## config.mk

```make
export PLATFORM = sky130hd
export DESIGN_NAME = telnet_option_line_parser
export DESIGN_NICKNAME = d
export VERILOG_FILES = /design/src/tolp_pkg.sv /design/src/telnet_option_line_parser.sv /design/src/tolp_front.sv /design/src/tolp_queue.sv /design/src/tolp_back.sv
export VERILOG_INCLUDE_DIRS = /design/src /design/src/src
export SDC_FILE = /design/constraint.sdc
export NUM_CORES = 1
export LEC_CHECK = 0
export BUFFER_PORTS_ARGS = -buffer_cell sky130_fd_sc_hd__buf_2
export CORE_AREA = 8 8 173 143
export CTS_CLUSTER_DIAMETER = 30
export CTS_CLUSTER_SIZE = 40
export DETAILED_ROUTE_END_ITERATION = 8
export DIE_AREA = 0 0 181 151
export PLACE_DENSITY_LB_ADDON = 0.2
export SYNTH_ARGS = -nofsm -noshare
export SYNTH_HDL_FRONTEND = slang
export SYNTH_HIERARCHICAL = 1
export SYNTH_SLANG_ARGS = --single-unit
```

## constraint.sdc

```tcl
create_clock -name clk_i -period 19.2 [get_ports clk_i]
set_input_delay 1.92 -clock clk_i [delete_from_list [all_inputs] [get_ports clk_i]]
set_output_delay 1.92 -clock clk_i [all_outputs]
set_load 0.05 [all_outputs]
```

## src/telnet_option_line_parser_assert.svh

```systemverilog
// Assertion macros for the telnet option line parser.
// Uses clk_i and rst_ni of the including module; no other dependencies.
`ifndef TELNET_OPTION_LINE_PARSER_ASSERT_SVH
`define TELNET_OPTION_LINE_PARSER_ASSERT_SVH

// Same-cycle implication, disabled during reset.
`define TOLP_ASSERT_NOW(lbl, ante, cons, msg) \
  lbl: assert property (@(posedge clk_i) disable iff (!rst_ni) (ante) |-> (cons)) \
    else $error(msg);

// Next-cycle implication, disabled during reset.
`define TOLP_ASSERT_NEXT(lbl, ante, cons, msg) \
  lbl: assert property (@(posedge clk_i) disable iff (!rst_ni) (ante) |=> (cons)) \
    else $error(msg);

`endif

```

## src/tolp_pkg.sv

```systemverilog
// Shared types, telnet codes and helpers for the telnet option line parser.
// No dependencies.
package tolp_pkg;

  localparam int LINE_SIZE   = 64;
  localparam int QUEUE_DEPTH = 2;
  localparam int MAX_RES     = 4;
  localparam int NUM_SLOTS   = 6;
  localparam int RES_IDX_W   = $clog2(MAX_RES);
  localparam int SLOT_CNT_W  = $clog2(NUM_SLOTS + 1);

  // Telnet codes and special bytes
  localparam logic [7:0] C_IAC      = 8'd255;
  localparam logic [7:0] C_DONT     = 8'd254;
  localparam logic [7:0] C_DO       = 8'd253;
  localparam logic [7:0] C_WONT     = 8'd252;
  localparam logic [7:0] C_WILL     = 8'd251;
  localparam logic [7:0] C_DM       = 8'd242;
  localparam logic [7:0] C_NOP      = 8'd241;
  localparam logic [7:0] OPT_ECHO   = 8'd1;
  localparam logic [7:0] OPT_SGA    = 8'd3;
  localparam logic [7:0] C_NUL      = 8'h00;
  localparam logic [7:0] C_BS       = 8'h08;
  localparam logic [7:0] C_LF       = 8'h0A;
  localparam logic [7:0] C_CR       = 8'h0D;
  localparam logic [7:0] C_SP       = 8'h20;
  localparam logic [7:0] C_DEL      = 8'h7F;
  localparam logic [7:0] C_PRINT_LO = 8'h20;
  localparam logic [7:0] C_PRINT_HI = 8'h7F;
  localparam logic [7:0] POS_MAX    = 8'd255;

  typedef enum logic [1:0] {
    KIND_TX    = 2'd0,
    KIND_STORE = 2'd1,
    KIND_DONE  = 2'd2
  } kind_e;

  typedef enum logic [6:0] {
    ST_DATA = 7'b0000001,
    ST_CR   = 7'b0000010,
    ST_IAC  = 7'b0000100,
    ST_WILL = 7'b0001000,
    ST_WONT = 7'b0010000,
    ST_DO   = 7'b0100000,
    ST_DONT = 7'b1000000
  } pstate_e;

  typedef struct packed {
    logic       action;
    logic [7:0] rx_byte;
  } in_item_t;

  typedef struct packed {
    kind_e      kind;
    logic [7:0] out_byte;
    logic [7:0] store_index;
    logic       echo_negotiated;
    logic       suppress_go_ahead;
    logic       last;
  } out_item_t;

  typedef struct packed {
    kind_e      kind;
    logic [7:0] out_byte;
    logic [7:0] store_index;
  } res_t;

  // One queue entry: up to MAX_RES results of one received byte
  typedef struct packed {
    res_t [MAX_RES-1:0]   res;
    logic [RES_IDX_W-1:0] last_idx;
    logic                 echo_flag;
    logic                 sga_flag;
  } entry_t;

  typedef struct packed {
    logic empty;
    logic full;
  } q_stat_t;

  function automatic logic [7:0] sat_inc(logic [7:0] p);
    sat_inc = (p == POS_MAX) ? p : 8'(p + 8'd1);
  endfunction

endpackage

```

## src/telnet_option_line_parser.sv

```systemverilog
// Telnet receive parser with option negotiation and line assembly.
// Results of an accepted byte are registered in the queue and drained by the back end.
// One byte per cycle is taken in while the queue is not full; the back end sends
// one result beat per cycle while out_stall_i is low, and a byte has at most 4 results.
// A two-entry queue lets input continue while earlier results drain.
// Reset (async, active low) clears parser, flags, position and queue; echo_always resets to 1.
`include "telnet_option_line_parser_assert.svh"

module telnet_option_line_parser #(
  parameter int LineSize   = tolp_pkg::LINE_SIZE,
  parameter int QueueDepth = tolp_pkg::QUEUE_DEPTH
) (
  input  logic                clk_i,
  input  logic                rst_ni,
  input  logic                cfg_we_i,
  input  logic                cfg_wdata_i,
  input  logic                in_valid_i,
  output logic                in_stall_o,
  input  tolp_pkg::in_item_t  in_data_i,
  output logic                out_valid_o,
  input  logic                out_stall_i,
  output tolp_pkg::out_item_t out_data_o
);

  logic              echo_always_q;
  logic              q_push, q_pop;
  tolp_pkg::entry_t  q_in, q_head;
  tolp_pkg::q_stat_t q_stat;

  always_ff @(posedge clk_i or negedge rst_ni) begin
    if (!rst_ni) begin
      echo_always_q <= 1'b1;
    end else if (cfg_we_i) begin
      echo_always_q <= cfg_wdata_i;
    end
  end

  tolp_front #(
    .LineSize(LineSize)
  ) u_front (
    .clk_i        (clk_i),
    .rst_ni       (rst_ni),
    .in_valid_i   (in_valid_i),
    .in_stall_o   (in_stall_o),
    .in_data_i    (in_data_i),
    .echo_always_i(echo_always_q),
    .q_stat_i     (q_stat),
    .push_o       (q_push),
    .entry_o      (q_in)
  );

  tolp_queue #(
    .Depth(QueueDepth)
  ) u_queue (
    .clk_i  (clk_i),
    .rst_ni (rst_ni),
    .push_i (q_push),
    .entry_i(q_in),
    .pop_i  (q_pop),
    .stat_o (q_stat),
    .head_o (q_head)
  );

  tolp_back u_back (
    .clk_i      (clk_i),
    .rst_ni     (rst_ni),
    .q_stat_i   (q_stat),
    .head_i     (q_head),
    .pop_o      (q_pop),
    .out_valid_o(out_valid_o),
    .out_stall_i(out_stall_i),
    .out_data_o (out_data_o)
  );

  `TOLP_ASSERT_NOW(a_done_is_last, out_valid_o && out_data_o.kind == tolp_pkg::KIND_DONE, out_data_o.last, "line complete beat not last")
  `TOLP_ASSERT_NOW(a_store_in_line, out_valid_o && out_data_o.kind == tolp_pkg::KIND_STORE, out_data_o.store_index < 8'(LineSize), "store write beyond line size")
  `TOLP_ASSERT_NOW(a_tx_index_zero, out_valid_o && out_data_o.kind == tolp_pkg::KIND_TX, out_data_o.store_index == 8'd0, "transmit beat with nonzero index")
  `TOLP_ASSERT_NEXT(a_entry_drains, out_valid_o && !out_stall_i && !out_data_o.last, out_valid_o, "results of a byte cut short")

endmodule

```

## src/tolp_front.sv

```systemverilog
// Front end: accepts received bytes, runs the telnet parser and builds one
// queue entry with the first four results of the byte. Depends on tolp_pkg.
module tolp_front #(
  parameter int LineSize = tolp_pkg::LINE_SIZE
) (
  input  logic              clk_i,
  input  logic              rst_ni,
  input  logic              in_valid_i,
  output logic              in_stall_o,
  input  tolp_pkg::in_item_t in_data_i,
  input  logic              echo_always_i,
  input  tolp_pkg::q_stat_t q_stat_i,
  output logic              push_o,
  output tolp_pkg::entry_t  entry_o
);

  localparam logic [7:0] LineLimit = 8'(LineSize);

  tolp_pkg::pstate_e state_q, state_d;
  logic       echo_q, echo_d;
  logic       sga_q, sga_d;
  logic [7:0] pos_q, pos_d;

  tolp_pkg::res_t slot [tolp_pkg::NUM_SLOTS];
  logic [tolp_pkg::NUM_SLOTS-1:0] slot_en;

  logic       accept;
  logic       pre, do_data, crlf, opt_step;
  logic [7:0] pre_byte, p1, b, cmd;
  logic       echo_on, known, enable;
  logic [tolp_pkg::SLOT_CNT_W-1:0] rank;

  assign in_stall_o = q_stat_i.full;
  assign accept     = in_valid_i && !q_stat_i.full;

  always_comb begin
    b        = in_data_i.rx_byte;
    echo_on  = echo_q || echo_always_i;
    known    = (b == tolp_pkg::OPT_ECHO) || (b == tolp_pkg::OPT_SGA);
    enable   = (state_q == tolp_pkg::ST_WILL) || (state_q == tolp_pkg::ST_DO);
    state_d  = state_q;
    echo_d   = echo_q;
    sga_d    = sga_q;
    pos_d    = pos_q;
    pre      = 1'b0;
    pre_byte = tolp_pkg::C_NUL;
    do_data  = 1'b0;
    crlf     = 1'b0;
    opt_step = 1'b0;
    cmd      = tolp_pkg::C_WONT;
    p1       = pos_q;
    slot_en  = '0;
    for (int i = 0; i < tolp_pkg::NUM_SLOTS; i++) begin
      slot[i] = '{kind: tolp_pkg::KIND_TX, out_byte: 8'd0, store_index: 8'd0};
    end

    case (state_q)
      tolp_pkg::ST_CR: begin
        state_d = tolp_pkg::ST_DATA;
        if (b == tolp_pkg::C_LF) begin
          crlf = 1'b1;
        end else begin
          pre      = 1'b1;
          pre_byte = tolp_pkg::C_CR;
          do_data  = (b != tolp_pkg::C_NUL);
        end
      end
      tolp_pkg::ST_IAC: begin
        state_d = tolp_pkg::ST_DATA;
        if (b == tolp_pkg::C_WILL) begin
          state_d = tolp_pkg::ST_WILL;
        end else if (b == tolp_pkg::C_WONT) begin
          state_d = tolp_pkg::ST_WONT;
        end else if (b == tolp_pkg::C_DO) begin
          state_d = tolp_pkg::ST_DO;
        end else if (b == tolp_pkg::C_DONT) begin
          state_d = tolp_pkg::ST_DONT;
        end else if (b == tolp_pkg::C_IAC) begin
          pre      = 1'b1;
          pre_byte = tolp_pkg::C_IAC;
        end else if (b != tolp_pkg::C_NOP && b != tolp_pkg::C_DM) begin
          do_data = 1'b1;
        end
      end
      tolp_pkg::ST_WILL, tolp_pkg::ST_WONT, tolp_pkg::ST_DO, tolp_pkg::ST_DONT: begin
        state_d  = tolp_pkg::ST_DATA;
        opt_step = 1'b1;
      end
      default: begin
        // data state; stray codes fall back here as well
        state_d = tolp_pkg::ST_DATA;
        do_data = 1'b1;
      end
    endcase

    // stored prefix byte: the CR of CR-x, or an escaped IAC
    if (pre) begin
      slot[0]    = '{kind: tolp_pkg::KIND_STORE, out_byte: pre_byte, store_index: pos_q};
      slot_en[0] = (pos_q < LineLimit);
      p1         = tolp_pkg::sat_inc(pos_q);
      pos_d      = p1;
    end

    if (crlf) begin
      slot[1]    = '{kind: tolp_pkg::KIND_STORE, out_byte: tolp_pkg::C_NUL, store_index: pos_q};
      slot_en[1] = (pos_q < LineLimit);
      pos_d      = tolp_pkg::sat_inc(pos_q);
      slot[5]    = '{kind: tolp_pkg::KIND_DONE, out_byte: tolp_pkg::C_NUL,
                     store_index: (pos_q >= tolp_pkg::POS_MAX - 8'd1) ?
                                  tolp_pkg::POS_MAX : pos_q};
      slot_en[5] = 1'b1;
    end

    if (do_data) begin
      if (b == tolp_pkg::C_IAC) begin
        state_d = tolp_pkg::ST_IAC;
      end else if (b == tolp_pkg::C_CR) begin
        state_d    = tolp_pkg::ST_CR;
        slot[2]    = '{kind: tolp_pkg::KIND_TX, out_byte: tolp_pkg::C_LF, store_index: 8'd0};
        slot[3]    = '{kind: tolp_pkg::KIND_TX, out_byte: tolp_pkg::C_CR, store_index: 8'd0};
        slot_en[2] = echo_on;
        slot_en[3] = echo_on;
      end else if (b == tolp_pkg::C_LF) begin
        slot[1]    = '{kind: tolp_pkg::KIND_STORE, out_byte: tolp_pkg::C_NUL, store_index: p1};
        slot_en[1] = (p1 < LineLimit);
        pos_d      = tolp_pkg::sat_inc(p1);
        slot[2]    = '{kind: tolp_pkg::KIND_TX, out_byte: tolp_pkg::C_LF, store_index: 8'd0};
        slot[3]    = '{kind: tolp_pkg::KIND_TX, out_byte: tolp_pkg::C_CR, store_index: 8'd0};
        slot_en[2] = echo_on;
        slot_en[3] = echo_on;
        slot[5]    = '{kind: tolp_pkg::KIND_DONE, out_byte: tolp_pkg::C_NUL, store_index: p1};
        slot_en[5] = 1'b1;
      end else if (b == tolp_pkg::C_BS || b == tolp_pkg::C_DEL) begin
        if (p1 != 8'd0) begin
          pos_d      = 8'(p1 - 8'd1);
          slot[2]    = '{kind: tolp_pkg::KIND_TX, out_byte: tolp_pkg::C_SP, store_index: 8'd0};
          slot[3]    = '{kind: tolp_pkg::KIND_TX, out_byte: tolp_pkg::C_BS, store_index: 8'd0};
          slot_en[2] = echo_on;
          slot_en[3] = echo_on;
        end
        slot[4]    = '{kind: tolp_pkg::KIND_TX, out_byte: b, store_index: 8'd0};
        slot_en[4] = (b == tolp_pkg::C_DEL) && echo_on;
      end else begin
        slot[1]    = '{kind: tolp_pkg::KIND_STORE, out_byte: b, store_index: p1};
        slot_en[1] = (p1 < LineLimit);
        pos_d      = tolp_pkg::sat_inc(p1);
        slot[4]    = '{kind: tolp_pkg::KIND_TX, out_byte: b, store_index: 8'd0};
        slot_en[4] = (b >= tolp_pkg::C_PRINT_LO) && (b <= tolp_pkg::C_PRINT_HI) && echo_on;
      end
    end

    if (opt_step) begin
      if (known) begin
        if (b == tolp_pkg::OPT_ECHO) begin
          echo_d = enable;
        end else begin
          sga_d = enable;
        end
      end
      case (state_q)
        tolp_pkg::ST_WILL: cmd = known ? tolp_pkg::C_DO : tolp_pkg::C_DONT;
        tolp_pkg::ST_DO:   cmd = known ? tolp_pkg::C_WILL : tolp_pkg::C_WONT;
        tolp_pkg::ST_WONT: cmd = tolp_pkg::C_DONT;
        default:           cmd = tolp_pkg::C_WONT;
      endcase
      slot[0] = '{kind: tolp_pkg::KIND_TX, out_byte: tolp_pkg::C_IAC, store_index: 8'd0};
      slot[1] = '{kind: tolp_pkg::KIND_TX, out_byte: cmd, store_index: 8'd0};
      slot[2] = '{kind: tolp_pkg::KIND_TX, out_byte: b, store_index: 8'd0};
      slot_en = '0;
      slot_en[2:0] = 3'b111;
    end

    // new line request: clear the position only, no results
    if (in_data_i.action) begin
      state_d = state_q;
      echo_d  = echo_q;
      sga_d   = sga_q;
      pos_d   = 8'd0;
      slot_en = '0;
    end
  end

  // Pack the enabled slots in order; anything past the fourth is dropped.
  always_comb begin
    entry_o = '0;
    rank    = '0;
    for (int i = 0; i < tolp_pkg::NUM_SLOTS; i++) begin
      if (slot_en[i]) begin
        if (rank < tolp_pkg::SLOT_CNT_W'(tolp_pkg::MAX_RES)) begin
          entry_o.res[rank[tolp_pkg::RES_IDX_W-1:0]] = slot[i];
        end
        rank = tolp_pkg::SLOT_CNT_W'(rank + 1'b1);
      end
    end
    entry_o.last_idx  = (rank >= tolp_pkg::SLOT_CNT_W'(tolp_pkg::MAX_RES)) ?
                        tolp_pkg::RES_IDX_W'(tolp_pkg::MAX_RES - 1) :
                        tolp_pkg::RES_IDX_W'(rank - 1'b1);
    entry_o.echo_flag = echo_d;
    entry_o.sga_flag  = sga_d;
  end

  assign push_o = accept && (rank != '0);

  always_ff @(posedge clk_i or negedge rst_ni) begin
    if (!rst_ni) begin
      state_q <= tolp_pkg::ST_DATA;
      echo_q  <= 1'b0;
      sga_q   <= 1'b0;
      pos_q   <= 8'd0;
    end else if (accept) begin
      state_q <= state_d;
      echo_q  <= echo_d;
      sga_q   <= sga_d;
      pos_q   <= pos_d;
    end
  end

endmodule

```

## src/tolp_queue.sv

```systemverilog
// Short entry queue between parser front end and result back end.
// Depends on tolp_pkg.
module tolp_queue #(
  parameter int Depth = tolp_pkg::QUEUE_DEPTH
) (
  input  logic              clk_i,
  input  logic              rst_ni,
  input  logic              push_i,
  input  tolp_pkg::entry_t  entry_i,
  input  logic              pop_i,
  output tolp_pkg::q_stat_t stat_o,
  output tolp_pkg::entry_t  head_o
);

  localparam int AW = (Depth > 1) ? $clog2(Depth) : 1;
  localparam int CW = $clog2(Depth + 1);

  tolp_pkg::entry_t mem_q [Depth];
  logic [AW-1:0] wr_ptr_q, rd_ptr_q;
  logic [CW-1:0] cnt_q, cnt_d;

  function automatic logic [AW-1:0] ptr_next(logic [AW-1:0] p);
    ptr_next = (p == AW'(Depth - 1)) ? '0 : AW'(p + 1'b1);
  endfunction

  assign stat_o.empty = (cnt_q == '0);
  assign stat_o.full  = (cnt_q == CW'(Depth));
  assign head_o       = mem_q[rd_ptr_q];

  always_comb begin
    case ({push_i, pop_i})
      2'b10:   cnt_d = CW'(cnt_q + 1'b1);
      2'b01:   cnt_d = CW'(cnt_q - 1'b1);
      default: cnt_d = cnt_q;
    endcase
  end

  always_ff @(posedge clk_i) begin
    if (push_i) begin
      mem_q[wr_ptr_q] <= entry_i;
    end
  end

  always_ff @(posedge clk_i or negedge rst_ni) begin
    if (!rst_ni) begin
      wr_ptr_q <= '0;
      rd_ptr_q <= '0;
      cnt_q    <= '0;
    end else begin
      if (push_i) begin
        wr_ptr_q <= ptr_next(wr_ptr_q);
      end
      if (pop_i) begin
        rd_ptr_q <= ptr_next(rd_ptr_q);
      end
      cnt_q <= cnt_d;
    end
  end

endmodule

```

## src/tolp_back.sv

```systemverilog
// Back end: walks the results of the queue head out one beat at a time.
// Depends on tolp_pkg.
module tolp_back (
  input  logic                clk_i,
  input  logic                rst_ni,
  input  tolp_pkg::q_stat_t   q_stat_i,
  input  tolp_pkg::entry_t    head_i,
  output logic                pop_o,
  output logic                out_valid_o,
  input  logic                out_stall_i,
  output tolp_pkg::out_item_t out_data_o
);

  logic [tolp_pkg::RES_IDX_W-1:0] idx_q, idx_d;
  logic is_last, fire;

  assign out_valid_o = !q_stat_i.empty;
  assign is_last     = (idx_q == head_i.last_idx);
  assign fire        = out_valid_o && !out_stall_i;
  assign pop_o       = fire && is_last;

  assign out_data_o.kind              = head_i.res[idx_q].kind;
  assign out_data_o.out_byte          = head_i.res[idx_q].out_byte;
  assign out_data_o.store_index       = head_i.res[idx_q].store_index;
  assign out_data_o.echo_negotiated   = head_i.echo_flag;
  assign out_data_o.suppress_go_ahead = head_i.sga_flag;
  assign out_data_o.last              = is_last;

  always_comb begin
    idx_d = idx_q;
    if (fire) begin
      // advance within the entry, rewind when it is done
      idx_d = is_last ? '0 : tolp_pkg::RES_IDX_W'(idx_q + 1'b1);
    end
  end

  always_ff @(posedge clk_i or negedge rst_ni) begin
    if (!rst_ni) begin
      idx_q <= '0;
    end else begin
      idx_q <= idx_d;
    end
  end

endmodule
```

==> Word level (Yosys, flattened, before mapping) <==
Memory sizes are Yosys's and may differ from the RTL's.
Index checks and enable logic that the tools add are counted.
{ "op_classes": {"n_bitwise": 1, "eq_ne": 25, "mux": 129, "addsub": 14, "reduce_logical": 27, "n_lt_le_gt_ge": 22} }
{ "ops": {"columns": ["op", "count"], "rows": [
  ["two-way mux 72 bit", 10],
  ["bitwise mux 72 bit", 5],
  ["demux 18 bit (select 2 bit)", 5],
  ["two-way mux 90 bit", 2],
  ["two-way mux 18 bit", 9],
  ["two-way mux 8 bit", 17],
  ["two-way mux 17 bit", 4],
  ["two-way mux 32 bit", 2],
  ["equality test 8 bit, second input constant", 7],
  ["two-way mux 7 bit", 8],
  ["two-way mux 54 bit", 1],
  ["two-way mux 53 bit", 1],
  ["two-way mux 1 bit", 37],
  ["binary-select mux 18 bit (select 2 bit)", 1],
  ["two-way mux 36 bit", 1],
  ["two-way mux 34 bit", 1],
  ["equality test 8 x 4 -> 1 bit, second input constant", 3],
  ["case mux 8 bit (3 select lines)", 1],
  ["two-way mux 3 bit", 7],
  ["adder 8 x 1 -> 8 bit, second input constant", 2],
  ["less-than comparator 8 x 7 -> 1 bit, second input constant", 2],
  ["two-way mux 16 bit", 1],
  ["!= test 8 bit, second input constant", 2],
  ["case mux 8 bit (2 select lines)", 1],
  ["44 further kinds", 88]
]} }
{ "word_totals": {"n_memories": 1, "ff_bits": 24, "mem_bits_rw": 152, "input_bits": 15, "out_inout_bits": 23, "word_cells": 228} }
{ "memory_table": {"columns": ["memory", "depth", "width", "read_ports", "rd_ports_with_merged_regs", "write_ports", "line_no", "text"], "rows": [
  ["u_queue.mem_q", 2, 76, 1, 0, 1, "tolp_queue.sv:18", "tolp_pkg::entry_t mem_q [Depth];"]
]} }

==> Depth between registers and ports, before layout <==
Gate-level depths: netlist of the first run.
{ "depth": {"word_depth": 37, "mapped_depth": 31, "ltp_nobuf": 29} }

==> Cells and area by module <==
The synthesis of the first run kept the hierarchy.
{ "by_module_without_submodules": {"columns": ["mod", "seq_area_each_um2", "instances", "cells_per_inst", "area_per_inst_um2"], "rows": [
  ["tolp_queue", 4664.5, 1, 253, 5804.3],
  ["tolp_front", 426.7, 1, 669, 4261.6],
  ["tolp_back", 50.0, 1, 43, 619.3],
  ["telnet_option_line_parser", 26.3, 1, 2, 41.3]
]} }

==> Least setup slack after synthesis of the first run <==
Ideal clock, no wire load.
{ "synth_path": {"path_type": "input -> register", "startpoint": "input port in_data_i[4] in the netlist's numbering", "endpoint": "memory u_queue/mem_q[0][0] in the netlist's numbering, enable pin", "t_required_ns": 18.690, "setup_time_ns": 0.511, "path_slack_ns": 7.992, "path_buffers": 3, "arrival_time_ns": 10.698, "path_stages": 24, "cell_sequence": "buf_2 or4_4 or4_1 clkbuf_1 a21o_1 a211o_1 a222oi_1 a211oi_1 o31ai_4 buf_2 o21a_1 ha_1 mux2i_1 inv_1 ha_1 nand2_1 o21ai_1 ha_1 nand2_1 inv_1 a21oi_1 a21oi_1 inv_1 nor2_1"} }
{ "synth_via": {"elab_chain_len": 29, "word_cells_on_any_way": 71, "cone_classes": "add/sub: 5; order compare: 3; eq/ne: 11; mux: 43; reduce/logical: 9"} }
{ "synth_rtl": {"columns": ["item", "line_no", "text"], "rows": [
  ["from (decl)", "telnet_option_line_parser.sv:19", "input tolp_pkg::in_item_t in_data_i,"],
  ["equality test 8 bit", "tolp_front.sv:78, tolp_front.sv:115", null],
  ["two-way mux 1 bit", "tolp_front.sv:78", "end else if (b == tolp_pkg::C_IAC) begin"],
  ["two-way mux 1 bit", "tolp_front.sv:76", "end else if (b == tolp_pkg::C_DONT) begin"],
  ["two-way mux 1 bit", "tolp_front.sv:74", "end else if (b == tolp_pkg::C_DO) begin"],
  ["two-way mux 1 bit", "tolp_front.sv:72", "end else if (b == tolp_pkg::C_WONT) begin"],
  ["two-way mux 1 bit", "tolp_front.sv:70", "if (b == tolp_pkg::C_WILL) begin"],
  ["case mux 1 bit (2 select lines)", "tolp_front.sv:57", "case (state_q)"],
  ["two-way mux 8 bit", "tolp_front.sv:97", "if (pre) begin"],
  ["(+14 left out)", null, null],
  ["two-way mux 3 bit", "tolp_front.sv:188", "if (slot_en[i]) begin"],
  ["adder 3 x 1 -> 3 bit", "tolp_front.sv:192", "rank = tolp_pkg::SLOT_CNT_W'(rank + 1'b1);"],
  ["two-way mux 3 bit *", "tolp_front.sv:188", null],
  ["nonzero test 3 bit *", "tolp_front.sv:202", "assign push_o = accept && (rank != '0);"],
  ["logical AND 1 bit *", "tolp_front.sv:202", null],
  ["net q_push", "telnet_option_line_parser.sv:26", "logic q_push, q_pop;"],
  ["two-way mux 1 bit *", "tolp_queue.sv:39", "if (push_i) begin"],
  ["two-way mux 1 bit (implied by the code) *", "tolp_queue.sv:40", "mem_q[wr_ptr_q] <= entry_i;"],
  ["to (decl)", "tolp_queue.sv:18", null]
]} }
The timed path passes the listed nets; every way through them passes the cells marked *.

==> Worst setup path after layout of the first run <==
{ "layout_path": {"startpoint": "input port in_data_i[5] in the netlist's numbering", "endpoint": "memory u_queue/mem_q[0][61] in the netlist's numbering, enable pin"} }
The elaborated chain is that of the path after synthesis.

==> summary.txt, run 1 <==
vias in the first global route -> 7,500
hold_buf cts -> 0
placed standard-cell area -> 0.0110 mm²
post-synthesis area per instance -> 11.1 µm²
Clock transition at path regs -> 0.07 ns
RSZ-0062 raised after global routing -> false
Final Max Slew Viols -> 0
highest clock rate -> 101 MHz
ant diodes -> 0
initial core utilization -> 0.489
RR Endpoint -> u_queue/mem_q[0][61]
PD cells -> 124 mW/mm²
ANT nets after route -> 0
CTS tree -> built
Total Neg Setup Slack -> 0 ns
PostCTS Resize Cnt -> 0
H-tree levels -> 4
CP Data Arrival Time -> 9.94 ns
Post-synth EDFFs -> 152
Final period util -> 0.516
final hold viol count -> 0
crit path from -> in_data_i[5]
CP startpoint kind -> input port
Mapped Cells -> 967
CP required -> 19.24 ns
flop2flop setup slack -> 10.71 ns
hold path endpoint -> u_queue/cnt_q[1]
leading post-synthesis cells by instance count -> edfxtp_1, nand2_1, nor2_1
multi-input logic area -> 0.00511 mm²
Pwr Total -> 1.44 mW
NumNets Final -> 1,004
LEAKAGE -> 4.30 nW
# fillers -> 1,919
Vias/cell -> 6.23
count leader, synth -> edfxtp_1
Cell Rows -> 49
DPL Wire Length -> 20.3 mm
total CTS buffers -> 17
sequential cell area -> 0.00517 mm²
FF-to-FF path depth -> 26
# setup viols final -> 0
GRT Residual Overflow -> 0
first-pass GRT wire length -> 44.7 mm
Die Footprint -> 0.0273 mm²
root buf cell -> clkbuf_16
antenna violations before repair -> 0
flops & latches, synth -> 176
largest fanout on the critical path -> 66
share of the synthesized area in the top cell type -> 0.426
Core Region -> 0.0219 mm²
Hold Path Class -> flip-flop to flip-flop
Die X -> 181 µm
Synth area leaders -> edfxtp_1, mux2_2, dfrtp_1
# DRC -> 0
post-CTS setup buffer count -> 0
VDD IR max -> 67.6 µV
Die H -> 151 µm
outcome -> complete, no violations
Hold Path Cell Cnt -> 1
slew margin rel. -> 0.288
Worst setup EP type -> flip-flop
GR Util All Layers -> 0.211
ys async rst share -> 0.136
Setup CP Type -> input port to flip-flop
Ports -> 38
skew final -> 0.0153 ns
Yosys warning count -> 6
Critical R2R Launch -> u_front/state_q[4]
# clock sinks -> 176
distinct cell type count after synthesis -> 75
post-route cell area -> 0.0116 mm²
Primary FF master, synth -> edfxtp_1
Slew @ Worst Pin -> 1.06 ns
worst skew pair latency -> 0.43 ns
Via Count -> 7,852
Post-Synthesis Cell Area -> 0.0107 mm²
Max Cap Viol -> 0
HP Start -> u_queue/cnt_q[1]
DR pass1 iterations -> 6
post-synthesis sequential area ratio -> 0.482
dpl ws -> 8.92 ns
Yosys top cell by area -> edfxtp_1
largest net degree at the start of global routing -> 77
min cycle time layout -> 9.90 ns
Worst Slack Setup Final -> 9.30 ns
area added between synthesis and finish -> 7.93%
final WL -> 28.6 mm
share of layout cells above drive strength 1 -> 0.204
clock buffer depth -> 2
Placer Congestion -> 0.953
final core occ -> 0.527
initial drt markers -> 910
average wire per standard cell -> 22.7 µm
Port Buffers -> 37
-- stage by stage --
step,hold slack [ns],std cells
2_1_floorplan,0.440,968
3_3_place_gp,0.477,1229
3_5_place_dp,0.482,1229
4_1_cts,0.494,1261
5_1_grt,0.527,1261
6_report,0.495,1261
-- how the worst max path moves through the flow --
stage                                end  slack [ns]  cells after the start
finish              u_queue/mem_q[0][61]        9.30                     26
global route        u_queue/mem_q[0][61]        8.71                     26
CTS                 u_queue/mem_q[0][73]        9.37                     26
detailed placement  u_queue/mem_q[0][36]        8.92                     26
global placement    u_queue/mem_q[0][54]        9.25                     26
floorplan            u_queue/mem_q[0][0]        7.99                     24
-- cell usage in the layout, fill, tap and decap left out, drive strengths merged, types with 12 or more instances in the layout --
cell,n
and2,18
xnor2,16
dfrtp,22
mux2,85
o21ai,43
ha,21
a22oi,13
nand3,33
clkbuf,18
a21oi,45
mux4,18
nor3,22
o31ai,13
buf,48
nand4,12
nor2,86
edfxtp,152
mux2i,19
nand2,97
inv,31
-- cells by family after synthesis --
kind of cell             synth area share
adder cells (fa/ha/maj)            0.0245
buffers and inverters              0.0437
flip-flops                          0.482
other                            0.000350
XOR/XNOR                           0.0196
multiplexers                        0.156
AND/OR/NAND/NOR                     0.147
AO/OA/AOI/OAI                       0.127
-- critical path, stage by stage --
cell,delay (ns)
buf_2,0.17
or4_4,0.59
or4_1,0.60
a21oi_2,0.38
nor2_1,0.16
mux2i_1,0.43
ha_1,0.25
nand2_1,0.06
a21oi_1,0.41
a211oi_1,0.28
o31ai_4,0.72
o21a_1,0.28
ha_1,0.24
mux2i_1,0.31
inv_1,0.13
ha_1,0.30
nand2_1,0.04
o21ai_1,0.18
ha_1,0.27
nand2_1,0.28
inv_1,0.23
a21oi_1,0.09
a21oi_1,0.32
inv_1,0.15
nor2_4,0.33
buf_4,0.74
-- registers in the layout, summed over array words and instances (netlist names) --
register          count
u_front/sga_q         1
u_queue/wr_ptr_q      1
u_queue/rd_ptr_q      1
u_back/idx_q          2
u_front/echo_q        1
u_queue/mem_q       152
u_queue/cnt_q         2
echo_always_q         1
u_front/state_q       7
u_front/pos_q         8
-- final cells by class --
type / instances / area share
clock buffer: 18 / 0.0371
clock inverter: 14 / 0.0131
inverter: 26 / 0.00843
multi-input combinational: 699 / 0.441
sequential: 176 / 0.447
tap: 280 / 0.0303
timing repair buffer: 48 / 0.0231
-- power breakdown --
part / switching (mW) / internal (mW)
Combinational: 0.356 / 0.219
Sequential: 0.0448 / 0.480
Clock: 0.165 / 0.174
Total: 0.566 / 0.873
-- routing by layer --
metal / track usage / vias to the layer above / wire length [µm]
met1: 0.309 / 3880 / 13800
met4: 0.0561 / 0 / 481
li1: - / 3632 / -
met5: 0 / - / 0
met3: 0.0417 / 31 / 1810
met2: 0.315 / 309 / 12500
No activity file was read; power rests on OpenSTA's default activity.
==> inputs of run 2 (changes only) <==
Clock period 19.2 ns to 8.3 ns, I/O delays scaled along.
==> summary.txt, run 2 (synthesis gave the netlist of run 1 again) <==
Vias/cell -> 6.14
CTS tree -> built
critical-path cell list -> nor4_1, nor4bb_1, a21o_1, a21o_1, and2_1, o31ai_1, buf_4, ha_1, inv_1, a31oi_2, nor2_1, ha_1, mux2i_1, inv_1, ha_1, nand2_1, o21ai_1, ha_1, nand2_1, inv_1, a21oi_1, a21oi_1, and2_4, buf_4
delay-heaviest family, CP -> simple AND/OR/NAND/NOR gates
most common cell after layout, fill and taps aside -> edfxtp_1
final instance count without filler cells -> 1,274
DPL Wire Length -> 19.7 mm
Clock transition at path regs -> 0.08 ns
final hold viol count -> 0
initial core utilization -> 0.489
multi-input logic area -> 0.00511 mm²
CP bufs+invs -> 5
largest fanout on the critical path -> 38
max reg flops -> 152
Total Neg Setup Slack -> 0 ns
first-pass GRT wire length -> 43.6 mm
average wire per standard cell -> 21.7 µm
Setup CP Type -> flip-flop to flip-flop
Port Buffers -> 37
Ports -> 38
PD cells -> 285 mW/mm²
outcome -> complete, no violations
min cycle time layout -> 7.19 ns
post-CTS setup buffer count -> 0
Placer Congestion -> 0.970
total CTS buffers -> 17
highest clock rate -> 139 MHz
Slew @ Worst Pin -> 1.17 ns
CP required -> 8.37 ns
Pwr Total -> 3.35 mW
VDD IR max -> 136 µV
skew final -> 0.0124 ns
Largest stage delay, worst path -> 0.76 ns
DR pass1 iterations -> 5
root buf cell -> clkbuf_16
# DRC -> 0
most frequent CP cell -> ha_1
ANT nets after route -> 0
Slowest cell on crit path -> nor4bb_1
clock buffer depth -> 2
# fillers -> 1,937
PostCTS Resize Cnt -> 0
Via Count -> 7,816
vias in the first global route -> 7,440
dpl ws -> 0.827 ns
LEAKAGE -> 4.39 nW
Max Cap Viol -> 0
Final Max Slew Viols -> 0
antenna violations before repair -> 0
sequential cell area -> 0.00517 mm²
Die H -> 151 µm
NumNets Final -> 1,017
largest net degree at the start of global routing -> 49
# clock sinks -> 176
Core Region -> 0.0219 mm²
# setup viols final -> 0
initial drt markers -> 835
CP Data Arrival Time -> 7.26 ns
GRT Residual Overflow -> 0
share of layout cells above drive strength 1 -> 0.215
Worst Slack Setup Final -> 1.11 ns
flop2flop setup slack -> 1.11 ns
most frequent cells in the layout -> edfxtp_1, nand2_1, nor2_1
CP startpoint kind -> flip-flop
hold_buf cts -> 0
Biggest register -> u_queue/mem_q
ant diodes -> 0
H-tree levels -> 4
worst skew pair latency -> 0.43 ns
placed standard-cell area -> 0.0111 mm²
cell total after placement -> 1,242
Cell Rows -> 49
GR Util All Layers -> 0.204
final WL -> 27.6 mm
Worst setup EP type -> flip-flop
Die Footprint -> 0.0273 mm²
Final period util -> 0.866
slew margin rel. -> 0.219
largest registers -> u_queue/mem_q: 152 flops, u_front/pos_q: 8 flops, u_front/state_q: 7 flops
post-route cell area -> 0.0117 mm²
Hold Path Class -> input port to async pin
Die X -> 181 µm
area added between synthesis and finish -> 9.51%
RSZ-0062 raised after global routing -> false
-- run 2: cell types whose count changed in the layout (fill, tap and decap cells not counted) --
cell	before	now
clkinvlp_4	2	0
inv_8	5	2
buf_4	11	21
buf_12	0	3
clkinv_8	3	6
inv_6	0	1
clkinv_4	3	5
clkinv_2	1	0
clkbuf_1	1	0
inv_12	0	1
-- run 2: final timing paths --
path,cells past startpoint,start,end
max,24,u_front/state_q[4],u_queue/mem_q[1][42]
min in group clk_i,2,u_front/sga_q,u_front/sga_q
max in group asynchronous,1,rst_ni,u_queue/rd_ptr_q
min reg2reg,2,u_front/sga_q,u_front/sga_q
max reg2reg,24,u_front/state_q[4],u_queue/mem_q[1][42]
min,1,rst_ni,u_front/sga_q
-- run 2: where the power goes --
part	internal [mW]	leakage, nW	switching [mW]
Clock	0.409	0.295	0.394
Combinational	0.527	2.36	0.790
Sequential	1.11	1.74	0.122
-- run 2: final cells by class --
type                       count  area share
clock buffer                  17      0.0362
clock inverter                15      0.0161
inverter                      26     0.00831
multi-input combinational    699       0.435
sequential                   176       0.440
tap                          280      0.0298
timing repair buffer          61      0.0343
-- run 2: worst reg2reg max path: stages (launching register included) --
cell	delay (ns)
dfrtp_1	0.51
nor4_1	0.54
nor4bb_1	0.76
a21o_1	0.51
a21o_1	0.23
and2_1	0.21
o31ai_1	0.10
buf_4	0.17
ha_1	0.50
inv_1	0.11
a31oi_2	0.33
nor2_1	0.14
ha_1	0.29
mux2i_1	0.29
inv_1	0.11
ha_1	0.29
nand2_1	0.04
o21ai_1	0.18
ha_1	0.26
nand2_1	0.08
inv_1	0.13
a21oi_1	0.07
a21oi_1	0.27
and2_4	0.23
buf_4	0.44
-- run 2: routing by layer --
metal / wire length (µm) / track usage / share of wire
met3: 1900 / 0.0331 / 0.069
met5: 0 / 0 / 0
met4: 225 / 0.0438 / 0.0081
met2: 11900 / 0.307 / 0.43
met1: 13600 / 0.307 / 0.49
-- run 2: stage by stage --
step | util | hold slack (ns)
floorplan | - | 0.440
global placement | 0.507 | 0.454
detailed placement | 0.507 | 0.463
CTS | 0.535 | 0.467
global route | 0.535 | 0.496
finish | 0.535 | 0.461
==> inputs of run 3 (changes only) <==
Clock period 8.3 ns to 9.2 ns, I/O delays scaled along.
==> summary.txt, run 3 (synthesis gave the netlist of run 1 again) <==
NumNets Final -> 1,010
largest registers -> u_queue/mem_q: 152 flops, u_front/pos_q: 8 flops, u_front/state_q: 7 flops
DR pass1 iterations -> 5
ANT nets after route -> 0
Die H -> 151 µm
total CTS buffers -> 17
Ports -> 38
skew final -> 0.0150 ns
Critical R2R Launch -> u_front/state_q[4]
Largest stage delay, worst path -> 0.65 ns
dpl ws -> 0.783 ns
VDD IR max -> 155 µV
most common cell after layout, fill and taps aside -> edfxtp_1
ant diodes -> 0
Total Neg Setup Slack -> 0 ns
# DRC -> 0
Worst setup EP type -> flip-flop
Slowest cell on crit path -> o31ai_1
Port Buffers -> 37
Cell Rows -> 49
Clock transition at path regs -> 0.07 ns
Die X -> 181 µm
Final Max Slew Viols -> 0
Setup CP Type -> input port to flip-flop
slew margin rel. -> 0.269
clock buffer depth -> 2
Slew @ Worst Pin -> 1.10 ns
most frequent cells in the layout -> edfxtp_1, nand2_1, nor2_1
largest fanout on the critical path -> 16
Vias/cell -> 6.22
cell total after placement -> 1,235
root buf cell -> clkbuf_16
CP startpoint kind -> input port
Pwr Total -> 3.01 mW
Sw Share -> 0.385
hold_buf cts -> 0
final hold viol count -> 0
Via Count -> 7,886
RSZ-0062 raised after global routing -> false
Final period util -> 0.882
Net Switching -> 1.16 mW
Combinational Power Share -> 0.398
final instance count without filler cells -> 1,267
CTS tree -> built
PostCTS Resize Cnt -> 0
share of layout cells above drive strength 1 -> 0.208
Hold Path Cell Cnt -> 1
H-tree levels -> 4
average wire per standard cell -> 22.5 µm
Clk pwr share -> 0.239
PD cells -> 258 mW/mm²
final core occ -> 0.531
outcome -> complete, no violations
# setup viols final -> 0
RR Endpoint -> u_queue/mem_q[0][47]
max reg flops -> 152
DPL Wire Length -> 20.5 mm
area added between synthesis and finish -> 8.70%
initial core utilization -> 0.489
final WL -> 28.4 mm
HP Start -> u_queue/cnt_q[1]
Die Footprint -> 0.0273 mm²
internal power -> 1.85 mW
Hold Path Class -> flip-flop to flip-flop
min cycle time layout -> 8.11 ns
hold path endpoint -> u_queue/cnt_q[1]
register share of total power -> 0.363
post-CTS setup buffer count -> 0
flop2flop setup slack -> 1.18 ns
CP Data Arrival Time -> 8.24 ns
GRT Residual Overflow -> 0
worst skew pair latency -> 0.43 ns
Biggest register -> u_queue/mem_q
first-pass GRT wire length -> 44.6 mm
vias in the first global route -> 7,422
Worst Slack Setup Final -> 1.09 ns
GR Util All Layers -> 0.211
# clock sinks -> 176
LEAKAGE -> 4.35 nW
initial drt markers -> 904
CP required -> 9.32 ns
largest net degree at the start of global routing -> 63
Max Cap Viol -> 0
# fillers -> 1,908
Placer Congestion -> 0.970
Core Region -> 0.0219 mm²
antenna violations before repair -> 0
highest clock rate -> 123 MHz
FF-to-FF path depth -> 24
run 3: changes by cell type in the layout (fill, tap and decap cells not counted), sizes merged:
cell	previous run	this run
buf	61	54
bufinv	0	1
inv	30	32
clkbuf	17	18
clkinvlp	0	1
clkinv	11	6
run 3: critical path, delay by kind of cell:
family	cells	cell delay, ns
AND/OR/NAND/NOR	7	2.35
multiplexers	1	0.33
buffers and inverters	6	1.08
AO/OA/AOI/OAI	7	2.25
adder cells (fa/ha/maj)	4	1.31
run 3: cell type report:
type	instances	area (µm²)	share of cell area
clock buffers	18	429	0.0368
clock inverters	14	151	0.0130
inverters	26	97.6	0.00837
multi-input cells	699	5110	0.438
flip-flops and latches	176	5170	0.444
well taps	280	350	0.0300
repair buffers	54	350	0.0300
run 3: how the worst max path moves through the flow:
stage               slack [ns]  cells after the start              endpoint                from
finish                    1.09                     25  u_queue/mem_q[0][47]        in_data_i[5]
global route              0.47                     24  u_queue/mem_q[0][47]  u_front/state_q[4]
CTS                       1.21                     25  u_queue/mem_q[0][47]        in_data_i[5]
detailed placement        0.78                     25  u_queue/mem_q[0][11]        in_data_i[5]
global placement          0.94                     25  u_queue/mem_q[0][11]        in_data_i[5]
floorplan                 0.26                     24   u_queue/mem_q[0][0]        in_data_i[4]
run 3: routing by layer:
layer  vias up  GRT usage  share of wire
met2       313      0.317           0.44
met5         -          0              0
met1      3888      0.313           0.49
met3        33     0.0333          0.057
li1       3652          -              -
met4         0     0.0544          0.015
run 3: stage by stage:
stage | cell area (µm²) | hold WS (ns)
floorplan | 10700 | 0.440
global placement | 11100 | 0.473
detailed placement | 11100 | 0.479
CTS | 11700 | 0.491
global route | 11700 | 0.510
finish | 11700 | 0.487
run 3: power groups by stage:
stage                     combinational, mW  clock (mW)  sequential, mW
after CTS                              1.21       0.733            1.10
after global placement                 1.21           0            1.11
after global routing                   1.28       0.761            1.11
final                                  1.20       0.718            1.09
after floorplan                        1.05           0            1.05
after detailed placement               1.20           0            1.11
